==> config.mk <==
export PLATFORM = sky130hd
export DESIGN_NAME = bsos_cell
export DESIGN_NICKNAME = d
export VERILOG_FILES = /design/src/design/bsos_pkg.sv /design/src/design/bsos_cell.sv
export SDC_FILE = /design/constraint.sdc
export NUM_CORES = 1
export LEC_CHECK = 0
export BUFFER_PORTS_ARGS = -buffer_cell sky130_fd_sc_hd__clkbuf_2
export CORE_UTILIZATION = 51
export CTS_CLUSTER_SIZE = 8
export DETAILED_ROUTE_END_ITERATION = 7
export HOLD_SLACK_MARGIN = 0.05
export PLACE_DENSITY = 0.89
export SYNTH_ARGS = -nofsm -noshare
export SYNTH_HDL_FRONTEND = slang
export SYNTH_SLANG_ARGS = --single-unit
==> constraint.sdc <==
create_clock -name clock -period 11.3 [get_ports clock]
set_clock_uncertainty 0.15 [all_clocks]
set_input_delay 1.13 -clock clock [delete_from_list [all_inputs] [get_ports clock]]
set_output_delay 1.13 -clock clock [all_outputs]
set_load 0.005 [all_outputs]
==> src/design/bsos_pkg.sv <==
// Shared types and constants for the order-selectable sorting core.
`timescale 1ns / 1ps
`default_nettype none

package bsos_pkg;

   // Default capacity of the sorting chain.
   localparam int MAX_ELEMENTS_DEF = 64;

   // One signed data word.
   typedef logic signed [31:0] word_type;

   // Contents of one chain cell as seen by its neighbors.
   typedef struct packed {
      logic     valid;
      word_type value;
   } cell_data_type;

   // Operation applied to all cells of the chain together.
   typedef enum logic [1:0] {
      CELL_HOLD,
      CELL_INSERT,
      CELL_SHIFT_DOWN,
      CELL_SHIFT_UP
   } cell_op_type;

endpackage

`default_nettype wire

==> src/design/bsos_cell.sv <==
// One cell of the insertion chain: holds a word and trades it with its neighbors.
`timescale 1ns / 1ps
`default_nettype none

module bsos_cell (
   input  wire                    clock,
   input  wire                    reset,
   input  bsos_pkg::cell_op_type   op,
   input  bsos_pkg::word_type      new_value,
   input  bsos_pkg::cell_data_type below,
   input  wire                    below_lt,
   input  bsos_pkg::cell_data_type above,
   output bsos_pkg::cell_data_type data,
   output logic                   lt
);
   import bsos_pkg::*;

   logic     valid_ff;
   logic     valid_in;
   word_type value_ff;
   word_type value_in;

   // The new word belongs at or below this cell when the cell is empty or larger.
   assign lt   = !valid_ff || (new_value < value_ff);
   assign data = '{valid: valid_ff, value: value_ff};

   // Select the next contents according to the chain operation.
   always_comb begin
      valid_in = valid_ff;
      value_in = value_ff;
      case (op)
         CELL_INSERT: begin
            if (lt) begin
               if (below_lt) begin
                  valid_in = below.valid;
                  value_in = below.value;
               end else begin
                  valid_in = 1'b1;
                  value_in = new_value;
               end
            end
         end
         CELL_SHIFT_DOWN: begin
            valid_in = above.valid;
            value_in = above.value;
         end
         CELL_SHIFT_UP: begin
            valid_in = below.valid;
            value_in = below.value;
         end
         default: begin
            valid_in = valid_ff;
            value_in = value_ff;
         end
      endcase
   end

   // Only the valid bit needs a reset.
   always_ff @(posedge clock) begin
      if (reset) begin
         valid_ff <= 1'b0;
      end else begin
         valid_ff <= valid_in;
      end
   end

   always_ff @(posedge clock) begin
      value_ff <= value_in;
   end

endmodule

`default_nettype wire

Word-level counts from Yosys, hierarchy flattened
Index checks and enable logic that the tools add are counted.
W data, S select, Z words.
{ "word_totals": {"ff_bits": 33, "output_inout_bits": 34, "inputBits": 103, "wordCells": 17} }
{ "op_classes": {"n_mux": 6, "magnitude_cmp": 1, "eq_ne": 4, "reduce_logical": 4} }
{ "op_table": {"columns": ["operator", "n"], "rows": [
  ["$pmux W32 S3", 1],
  ["$mux W32", 2],
  ["$lt A32 B32 Y1", 1],
  ["$eq A2 B2 Y1 const B", 2],
  ["$pmux W1 S3", 1],
  ["$reduce_bool A3 Y1", 1],
  ["$eq A2 B1 Y1 const B", 1],
  ["$mux W1", 2],
  ["$ne A2 B2 Y1 const B", 1],
  ["$reduce_and A2 Y1", 1],
  ["$logic_not A1 Y1", 1],
  ["$logic_or A1 B1 Y1", 1]
]} }

Logic depth before layout (Yosys ltp)
Gate-level depths: netlist of the first run.
{ "logic_depth": {"depth_word": 4, "ltp_mapped": 8, "depth_no_buf": 8} }

Worst setup path after synthesis of the first run
Ideal clock, no wire load.
{ "synth_path": {"kind": "input to register", "from": "input port new_value[23]", "to": "register value_ff[0], enable pin", "path_slack_ps": 5993, "arrival_time_ps": 4696, "setup_ps": 461, "cell_stages": 6, "path_buffers": 0, "t_required_ps": 10689, "path_cell_list": "ha_1 nand4_4 or4_1 a31oi_1 nor4b_1 nor3_1"} }
{ "synth_between": {"elab_chain_len": 4} }
{ "synth_lines": {"columns": ["item", "line_no", "source"], "rows": [
  ["start: declaration", "bsos_cell.sv:9", "input bsos_pkg::word_type new_value,"],
  ["$lt A32 B32 Y1", "bsos_cell.sv:24", "assign lt = !valid_ff || (new_value < value_ff);"],
  ["$logic_or A1 B1 Y1", "bsos_cell.sv:24", null],
  ["$ne A2 B2 Y1 (no line)", null, null],
  ["$reduce_and A2 Y1 (no line)", null, null],
  ["end signal: assignment", "bsos_cell.sv:68", "value_ff <= value_in;"],
  ["end: declaration", "bsos_cell.sv:20", "word_type value_ff;"]
]} }
Every way passes these cells.
A chain may end at the register's enable or synchronous reset.

Worst setup path in the final report of the first run
{ "layout_path": {"from": "input port new_value[31]", "to": "output port lt"} }
{ "layout_between": {"elab_chain_len": 2} }
{ "layout_lines": {"columns": ["item", "line_no", "source"], "rows": [
  ["$lt A32 B32 Y1", "bsos_cell.sv:24", null],
  ["$logic_or A1 B1 Y1", "bsos_cell.sv:24", null],
  ["end: declaration", "bsos_cell.sv:14", "output logic lt"]
]} }
Every way passes these cells.

==> reports/qor.txt, run 1 <==
Most used cell, CP: clkbuf_2
Gpl congestion: 0.787
Area of the mapped netlist: 2850 sq um
Fin nets: 568
Slowest stage cell, crit path: or4_1
Tcrit/Tclk final: 37.7%
Cell taking the most area after synthesis: edfxtp_1
Vias/cell: 5.49
Clock slew at reported path FFs: 0.07 ns
CORE AREA: 5240 sq um
# DRC: 0
Ys async rst share: 0%
Dpl ws: 7.04 ns
Worst Hold Class: reg2reg
Num rows: 26
Rel. slew slack: 16.7%
Commonest cells post-synth: a21oi_1, inv_1, nor2b_1
Setup Fix Bufs, Post-CTS: 0
Unique masters post-synth: 32
Min-delay src: valid_ff
DIE HEIGHT: 76.8 um
Seq pwr share: 41.0%
Peak supply drop: 0.0628 mV
Syn Inst Count: 306
Initial Util: 54.5%
CTS Sinks: 33
Fill cells: 426
MaxCap Viol Count: 0
Pin count of the biggest net entering global routing: 69
Seq/Total Area, Yosys: 34.4%
Initial antenna violation count: 0
Tightest Pin Transition: 1.25 ns
RSZ-0062 raised after global routing: no
Ys Warns: 0
CP Launch Point: new_value[31]
Main synth FF type: edfxtp_1
Hpwl dp: 5540 um
Final setup vio count: 0
Iteration-0 DRC Markers: 94
#FFs+latches synth: 33
CTS tree: done
Clk pwr share: 27.5%
Final instance area: 3690 sq um
Diode count: 0
H-tree levels: 2
Clk_lat worst skew: 0.28 ns
Post-cts sizing count: 0
Port bufs: 136
Die Area: 5900 sq um
Outcome: finished, final reports clean
Mapped Avg Cell Area: 9.33 sq um
Most frequent cell after synthesis: a21oi_1
Vias in the first global route: 2662
P_sw: 0.000117 W
P_int: 0.000276 W
Power density over the cells: 106 nW/um^2
Crit path time final: 4.27 ns
Max-slew violation count: 0
DRT Wirelength: 7110 um
Synth top area share: 33.7%
Leakage: 1.87 nW
Total grt overflow: 0
CTS buffer count: 5
Layout cells sized above 1: 34.3%
R2r setup slk: 8.43 ns
Arrival time at the worst endpoint: 2.99 ns
Cts hold-fix bufs: 0
F_max: 234 MHz
Global-route usage over all layers: 24.7%
DR pass1 iterations: 4
CP Class: in2out
Vias post-DR: 2770
Final setup TNS: 0 ns
Final Hold Vio Count: 0
Syn nets: 440
Worst setup SP type: input port
DR WL/cell: 14.1 um
Root buf cell: clkbuf_8
First-pass GRT wire length: 11700 um
Sw Ratio: 29.7%
Crit. End Element: output port
Layout area overhead: 29.4%
Gate power share: 31.4%
Family with the most delay on the worst path: simple AND/OR/NAND/NOR gates
Routed Antenna Nets: 0
# IOs: 137
Ranking of synthesized cells by area: edfxtp_1, ha_1, mux2i_1
Number of synthesized flops with an enable pin: 32
CP cell instances: clkbuf_2 > ha_1 > nand4_1 > or4_1 > a31oi_1 > nor3_1 > o21ai_1 > clkbuf_2
Worst r2r src: value_ff[31]
Placed cell area: 3580 sq um
Clock buffer depth: 2
Slack of the critical path: 7.03 ns
Biggest cell delay along the critical path: 0.51 ns
Die W: 76.8 um
Max FO, Critical Path: 6
Worst path required time: 10.02 ns
Buf/Inv on CP: 2
stage by stage:
step,utilization [%],std cells,total power [W],hold slack [ns]
floorplan,-,306,0.000234,0.517
global placement,68.4,497,0.000283,0.571
detailed placement,68.4,497,0.000288,0.598
CTS,70.5,505,0.000396,0.619
global route,70.5,505,0.000418,0.711
finish,70.5,505,0.000393,0.628
per-layer routing:
metal  wire length (um)  part of all wire, %  GRT usage (%)
met2               3530                   50           44.9
met4                 26                 0.37           5.96
met5                  0                    0              0
met1               3030                   43           29.4
met3                513                  7.2           5.12
power groups by stage:
stage	Clock (W)	Combinational, W	Sequential [W]
final	0.000108	0.000124	0.000161
after global routing	0.000115	0.000140	0.000163
after CTS	0.000111	0.000124	0.000161
after detailed placement	0	0.000124	0.000164
after global placement	0	0.000119	0.000163
after floorplan	0	0.0000696	0.000165
logic make-up (layout without fill, tap and decap cells):
| kind of cell | Yosys count | count (layout) | share of synthesized area (%) |
|---|---|---|---|
| adders and majority gates | 31 | 31 | 13.6 |
| buffers and inverters | 54 | 183 | 7.23 |
| muxes | 32 | 32 | 11.2 |
| DFF | 33 | 33 | 34.4 |
| and+or+nand+nor | 61 | 61 | 12.8 |
| AOI/OAI and AO/OA | 95 | 95 | 20.7 |
cells in the final DEF (no fill, tap or decap), drive strengths merged, types with 2 or more instances in the layout:
master / Yosys / final
o21ai: 9 / 9
a21oi: 43 / 43
buf: 1 / 4
a211oi: 32 / 32
ha: 31 / 31
nand4: 6 / 6
clkbuf: 18 / 141
inv: 35 / 35
edfxtp: 32 / 32
nand2b: 2 / 2
nor2: 3 / 3
mux2i: 32 / 32
nand2: 8 / 8
a21o: 2 / 2
nor3: 4 / 4
nor2b: 34 / 34
area by class of cell:
cell class                      count  area, sq um  area share (%)
Tap cell                           70         87.6            2.37
Timing Repair Buffer              140          711            19.2
Sequential cell                    33          981            26.6
Inverter                           35          131            3.56
Clock buffer                        5         68.8            1.86
Multi-Input combinational cell    219         1670            45.3
Clock inverter                      3         41.3            1.12
sequential cells by signal (all words and copies together) (netlist names):
| signal | flops |
|---|---|
| value_ff | 32 |
| valid_ff | 1 |
worst min-delay path, stage by stage, from the launching register on:
cell and delay [ns]:
dfxtp_1 0.38, o21ai_0 0.10, o21ai_0 0.16, o31a_1 0.11
final timing paths:
check,to,cells past startpoint
worst max-delay path,lt,8
worst min-delay path,valid_ff,3
worst max register to register,value_ff[21],8
worst min register to register,valid_ff,3
(Power assumes the default switching activity.)
==> run 2: changes to the inputs <==
--- a/config.mk
+++ b/config.mk
@@ -5,12 +5,13 @@
 export SDC_FILE = /design/constraint.sdc
 export NUM_CORES = 1
 export LEC_CHECK = 0
+export ABC_AREA = 1
 export BUFFER_PORTS_ARGS = -buffer_cell sky130_fd_sc_hd__clkbuf_2
-export CORE_UTILIZATION = 51
+export CORE_UTILIZATION = 42
 export CTS_CLUSTER_SIZE = 8
 export DETAILED_ROUTE_END_ITERATION = 7
 export HOLD_SLACK_MARGIN = 0.05
-export PLACE_DENSITY = 0.89
+export PLACE_DENSITY = 0.79
 export SYNTH_ARGS = -nofsm -noshare
 export SYNTH_HDL_FRONTEND = slang
 export SYNTH_SLANG_ARGS = --single-unit
==> constraint.sdc (replaced) <==
create_clock -name clock -period 3.9 [get_ports clock]
set_clock_uncertainty 0.15 [all_clocks]
set_input_delay 0.39 -clock clock [delete_from_list [all_inputs] [get_ports clock]]
set_output_delay 0.39 -clock clock [all_outputs]
set_load 0.005 [all_outputs]
==> reports/qor.txt, run 2 <==
Syn nets: 494
Most common cell after layout, fill and taps aside: clkbuf_2
Main synth FF type: edfxtp_1
H-tree levels: 2
DIE HEIGHT: 82.5 um
Vias in the first global route: 2633
Routed Antenna Nets: 0
Commonest cells post-synth: nand2_1, inv_1, nor2_1
Cts hold-fix bufs: 0
F_max: 381 MHz
RSZ-0062 raised after global routing: no
Ranking of synthesized cells by area: edfxtp_1, ha_1, nand2_1
# DRC: 0
CP Class: reg2reg
CTS Sinks: 33
Total grt overflow: 0
M3 GR Usage: 4.18%
# IOs: 137
Number of synthesized flops with an enable pin: 32
R2R depth: 12
Leakage: 1.79 nW
Crit. End Element: flip-flop
Seq/Total Area, Yosys: 36.0%
Fin nets: 622
Port bufs: 136
Post-cts sizing count: 0
Clock buffer depth: 2
Initial Util: 44.7%
DR pass1 iterations: 5
Die W: 82.5 um
Area of the mapped netlist: 2720 sq um
Worst Hold Class: in2reg
Register area: 981 sq um
Final setup vio count: 0
Most Crowded Layer GR: met2
Peak supply drop: 0.159 mV
Hold depth: 4
Outcome: finished, final reports clean
Max FO, Critical Path: 33
Num rows: 28
CTS buffer count: 5
Met1 Use GR: 25.9%
Worst setup SP type: flip-flop
Hpwl dp: 5870 um
Max-slew violation count: 0
CORE AREA: 6100 sq um
Most used cell, CP: nand2_1
M2 GR Usage: 43.7%
Rel. slew slack: 23.8%
Commonest cells after routing, fill and taps aside: clkbuf_2, nand2_1, inv_1
Power density over the cells: 296 nW/um^2
First-pass GRT wire length: 11500 um
Arrival time at the worst endpoint: 2.38 ns
Max reg flops: 32
Global-route usage over all layers: 22.6%
DR WL/cell: 13.5 um
MaxCap Viol Count: 0
Crit path time final: 2.62 ns
Final Power: 0.00104 W
Tcrit/Tclk final: 67.2%
Die Area: 6810 sq um
Unique masters post-synth: 25
Layout cells sized above 1: 31.4%
Mapped Avg Cell Area: 7.56 sq um
Layout Utilization: 57.6%
CTS tree: done
Ys async rst share: 0%
Synth top area share: 35.3%
Diode count: 0
Layout area overhead: 29.0%
Vias/cell: 5.14
Iteration-0 DRC Markers: 112
Largest Register: value_ff
CP cell instances: inv_1 > ha_1 > nand2_1 > nor2_1 > nand2_1 > nor2_1 > nand2_1 > nand2_1 > nand2_1 > nand3_2 > nand2_2 > nand2_2
Setup Fix Bufs, Post-CTS: 0
Gpl congestion: 0.714
Biggest cell delay along the critical path: 0.59 ns
Syn Inst Count: 360
Cell taking the most area after synthesis: edfxtp_1
Clk_lat worst skew: 0.28 ns
Clock slew at reported path FFs: 0.07 ns
Worst path required time: 3.66 ns
Area of the multi-input gates: 1510 sq um
Most frequent cell after synthesis: nand2_1
Vias post-DR: 2895
Ys Warns: 0
#FFs+latches synth: 33
Slowest stage cell, crit path: nand2_2
DRT Wirelength: 7590 um
Tightest Pin Transition: 1.14 ns
Initial antenna violation count: 0
Pin count of the biggest net entering global routing: 35
Root buf cell: clkbuf_8
Final setup TNS: 0 ns
Top flop regs: value_ff: 32 flops, valid_ff: 1 flops
Fill cells: 625
Final Hold Vio Count: 0
run 2: changes by cell type after synthesis, moves of 32 or more:
cell / delta
a211oi_1: -32
nor2b_1: -34
mux2i_1: -32
nor2_1: +38
nand2_1: +89
run 2: power breakdown:
part	switching, W	internal, W	total [W]
Combinational	0.000186	0.000149	0.000335
Clock	0.000118	0.000120	0.000238
Sequential	0.0000238	0.000444	0.000468
Total	0.000328	0.000713	0.00104
run 2: path summary, 6_finish.rpt:
kind / startpoint / endpoint / slack, ns
worst max-delay path: value_ff[31] / value_ff[17] / 1.28
worst min-delay path: reset / valid_ff / 0.21
worst max register to register: value_ff[31] / value_ff[17] / 1.28
worst min register to register: valid_ff / valid_ff / 0.57
run 2: cell families after synthesis:
family	count (synthesis)	share of synthesized area [%]
buffers and inverters	60	8.69
and+or+nand+nor	149	21.6
adders and majority gates	31	14.2
AOI/OAI and AO/OA	87	19.4
DFF	33	36.0
run 2: final cells by class:
cell class,count,share of cell area (%)
multi-input combinational,267,42.9
clock inverter,1,0.107
timing repair buffer,137,19.6
sequential,33,27.9
clock buffer,6,2.07
tap,75,2.67
inverter,44,4.70
run 2: critical path: cells and delay by family, from the launching register on:
family	cells	cell delay, ns
fa+ha+maj	1	0.32
buf+inv	1	0.06
flops	1	0.37
simple gates	10	1.33
run 2: stage by stage:
stage               hold WS, ns  instance area (sq um)  worst slack, ns  cells
floorplan                 0.399                   2720             1.56    360
global placement          0.500                   3440             1.21    556
detailed placement        0.502                   3440             1.16    556
CTS                       0.204                   3510             1.24    563
global route              0.239                   3510             1.04    563
finish                    0.213                   3510             1.28    563
run 2: routing by layer:
layer	routed length, um	vias to the layer above
met5	0	-
met4	46	0
met3	567	4
met2	3850	121
met1	3120	1298
li1	-	1472
==> run 3: changes to the inputs <==
--- a/config.mk
+++ b/config.mk
@@ -5,13 +5,13 @@
 export SDC_FILE = /design/constraint.sdc
 export NUM_CORES = 1
 export LEC_CHECK = 0
-export ABC_AREA = 1
+export ABC_AREA = 0
 export BUFFER_PORTS_ARGS = -buffer_cell sky130_fd_sc_hd__clkbuf_2
-export CORE_UTILIZATION = 42
+export CORE_UTILIZATION = 43
 export CTS_CLUSTER_SIZE = 8
 export DETAILED_ROUTE_END_ITERATION = 7
 export HOLD_SLACK_MARGIN = 0.05
-export PLACE_DENSITY = 0.79
+export PLACE_DENSITY = 0.8
 export SYNTH_ARGS = -nofsm -noshare
 export SYNTH_HDL_FRONTEND = slang
 export SYNTH_SLANG_ARGS = --single-unit
==> constraint.sdc (replaced) <==
create_clock -name clock -period 2.18 [get_ports clock]
set_clock_uncertainty 0.15 [all_clocks]
set_input_delay 0.218 -clock clock [delete_from_list [all_inputs] [get_ports clock]]
set_output_delay 0.218 -clock clock [all_outputs]
set_load 0.005 [all_outputs]
==> reports/qor.txt, run 3 (synthesis gave the netlist of run 1 again) <==
MaxCap Viol Count: 0
Hold Path End: value_ff[30]
Min-delay src: above[30]
Max FO, Critical Path: 14
DR pass1 iterations: 4
Layout cells sized above 1: 42.7%
Worst r2r src: value_ff[1]
Crit path time final: 2.69 ns
Outcome: complete, but fails checks
DR WL/cell: 13.4 um
Final hold slack: 0.143 ns
Final Power: 0.00210 W
Die W: 83.5 um
Clock slew at reported path FFs: 0.06 ns
Most common cell after layout, fill and taps aside: clkbuf_2
Worst setup SP type: flip-flop
Failing checks: negative setup slack
Gpl congestion: 0.795
Die Area: 6970 sq um
Top flop regs: value_ff: 32 flops, valid_ff: 1 flops
Power density over the cells: 498 nW/um^2
# IOs: 137
Max-slew violation count: 0
CTS tree: done
Vias post-DR: 2904
Final Hold Vio Count: 0
Largest Register: value_ff
Pin count of the biggest net entering global routing: 66
Fin cells: 559
Clk_lat worst skew: 0.27 ns
Worst path required time: 2.02 ns
# DRC: 0
H-tree levels: 2
DRT Wirelength: 7490 um
Tightest Pin Transition: 0.413 ns
CP Class: reg2reg
Commonest cells after routing, fill and taps aside: clkbuf_2, buf_4, a21oi_1
Placed Cells: 543
Vias in the first global route: 2818
Layout Utilization: 66.0%
Worst Hold Class: in2reg
Iteration-0 DRC Markers: 46
Max reg flops: 32
Initial antenna violation count: 0
Root buf cell: clkbuf_8
Hold depth: 3
F_max: 372 MHz
Arrival time at the worst endpoint: 2.53 ns
Port bufs: 136
RR Endpoint: value_ff[4]
Hpwl dp: 5940 um
Diode count: 0
Layout area overhead: 47.7%
CORE AREA: 6390 sq um
Fin nets: 615
Clock buffer depth: 2
Initial Util: 44.7%
Routed Antenna Nets: 0
RSZ-0062 raised after global routing: yes
CTS buffer count: 5
DIE HEIGHT: 83.5 um
Rel. slew slack: 72.4%
R2R depth: 9
Slack of the critical path: -0.505 ns
Num rows: 29
First-pass GRT wire length: 12300 um
Peak supply drop: 0.294 mV
Total grt overflow: 0
Vias/cell: 5.19
Crit. End Element: flip-flop
Leakage: 2.11 nW
Dpl ws: -0.501 ns
Final setup vio count: 34
CTS Sinks: 33
Global-route usage over all layers: 21.7%
Tcrit/Tclk final: 123%
R2r setup slk: -0.51 ns
[run 3: changes by cell type in the layout (fill, tap and decap cells not counted), sizes merged, moves of 4 or more]
| cell | before | now |
|---|---|---|
| o211ai | 31 | 1 |
| a21oi | 17 | 43 |
| nor2b | 0 | 34 |
| nand2 | 99 | 8 |
| buf | 1 | 51 |
| nor2 | 41 | 3 |
| nand3 | 5 | 1 |
| mux2i | 0 | 32 |
| inv | 44 | 35 |
| nand4 | 1 | 6 |
| a211oi | 0 | 32 |
| o21ai | 37 | 9 |
[run 3: timing repair]
action,4_1_cts,5_1_grt
buffers inserted,3,3
hold endpoints to repair,1,0
gates resized for setup,4,9
gates cloned,1,1
hold buffers,1,0
endpoints found under the setup margin,34,34
pin swaps,2,6
[run 3: layer usage]
layer | vias to the layer above | part of all wire (%) | GRT usage [%]
met3 | 6 | 5.7 | 4.75
met1 | 1313 | 44 | 25.6
met2 | 98 | 50 | 39.9
li1 | 1487 | - | -
met5 | - | 0 | 0
met4 | 0 | 0.91 | 5.39
[run 3: area by class of cell]
class / instances / area, sq um
Tap cell: 77 / 96.3
Fill cell: 544 / 2170
Clock buffer: 8 / 80.1
Timing Repair Buffer: 187 / 1120
Inverter: 35 / 131
Sequential cell: 33 / 981
Multi-Input combinational cell: 219 / 1810
[run 3: worst max-delay path by stage]
stage | from | to | slack (ns) | cells after the start
after floorplan | value_ff[23] | value_ff[0] | -0.85 | 7
after global placement | value_ff[13] | value_ff[3] | -0.42 | 9
after detailed placement | value_ff[14] | value_ff[3] | -0.50 | 9
after CTS | value_ff[1] | lt | -0.48 | 9
after global routing | value_ff[1] | value_ff[4] | -0.61 | 9
final | value_ff[1] | value_ff[4] | -0.51 | 9
[run 3: through the flow]
step / instance area, sq um / setup TNS [ns]
5_1_grt: 4220 / -19.54
6_report: 4220 / -16.04
4_1_cts: 4160 / -14.94
3_5_place_dp: 4010 / -16.16
3_3_place_gp: 4010 / -13.33
2_1_floorplan: 2950 / -27.12
[run 3: critical path: stages (launching register included)]
cell and delay [ns]:
edfxtp_1 0.39, inv_1 0.07, ha_1 0.21, a2111o_1 0.40
a32oi_2 0.23, a31oi_4 0.13, o211a_1 0.27, nor3_4 0.24
buf_6 0.15, buf_12 0.14
[run 3: power by group]
part	switching [W]	leakage (nW)	internal, W	total [W]
Clock	0.000203	0.0395	0.000227	0.000430
Sequential	0.0000381	0.328	0.000795	0.000833
Combinational	0.000391	1.74	0.000444	0.000835
Total	0.000632	2.11	0.00147	0.00210
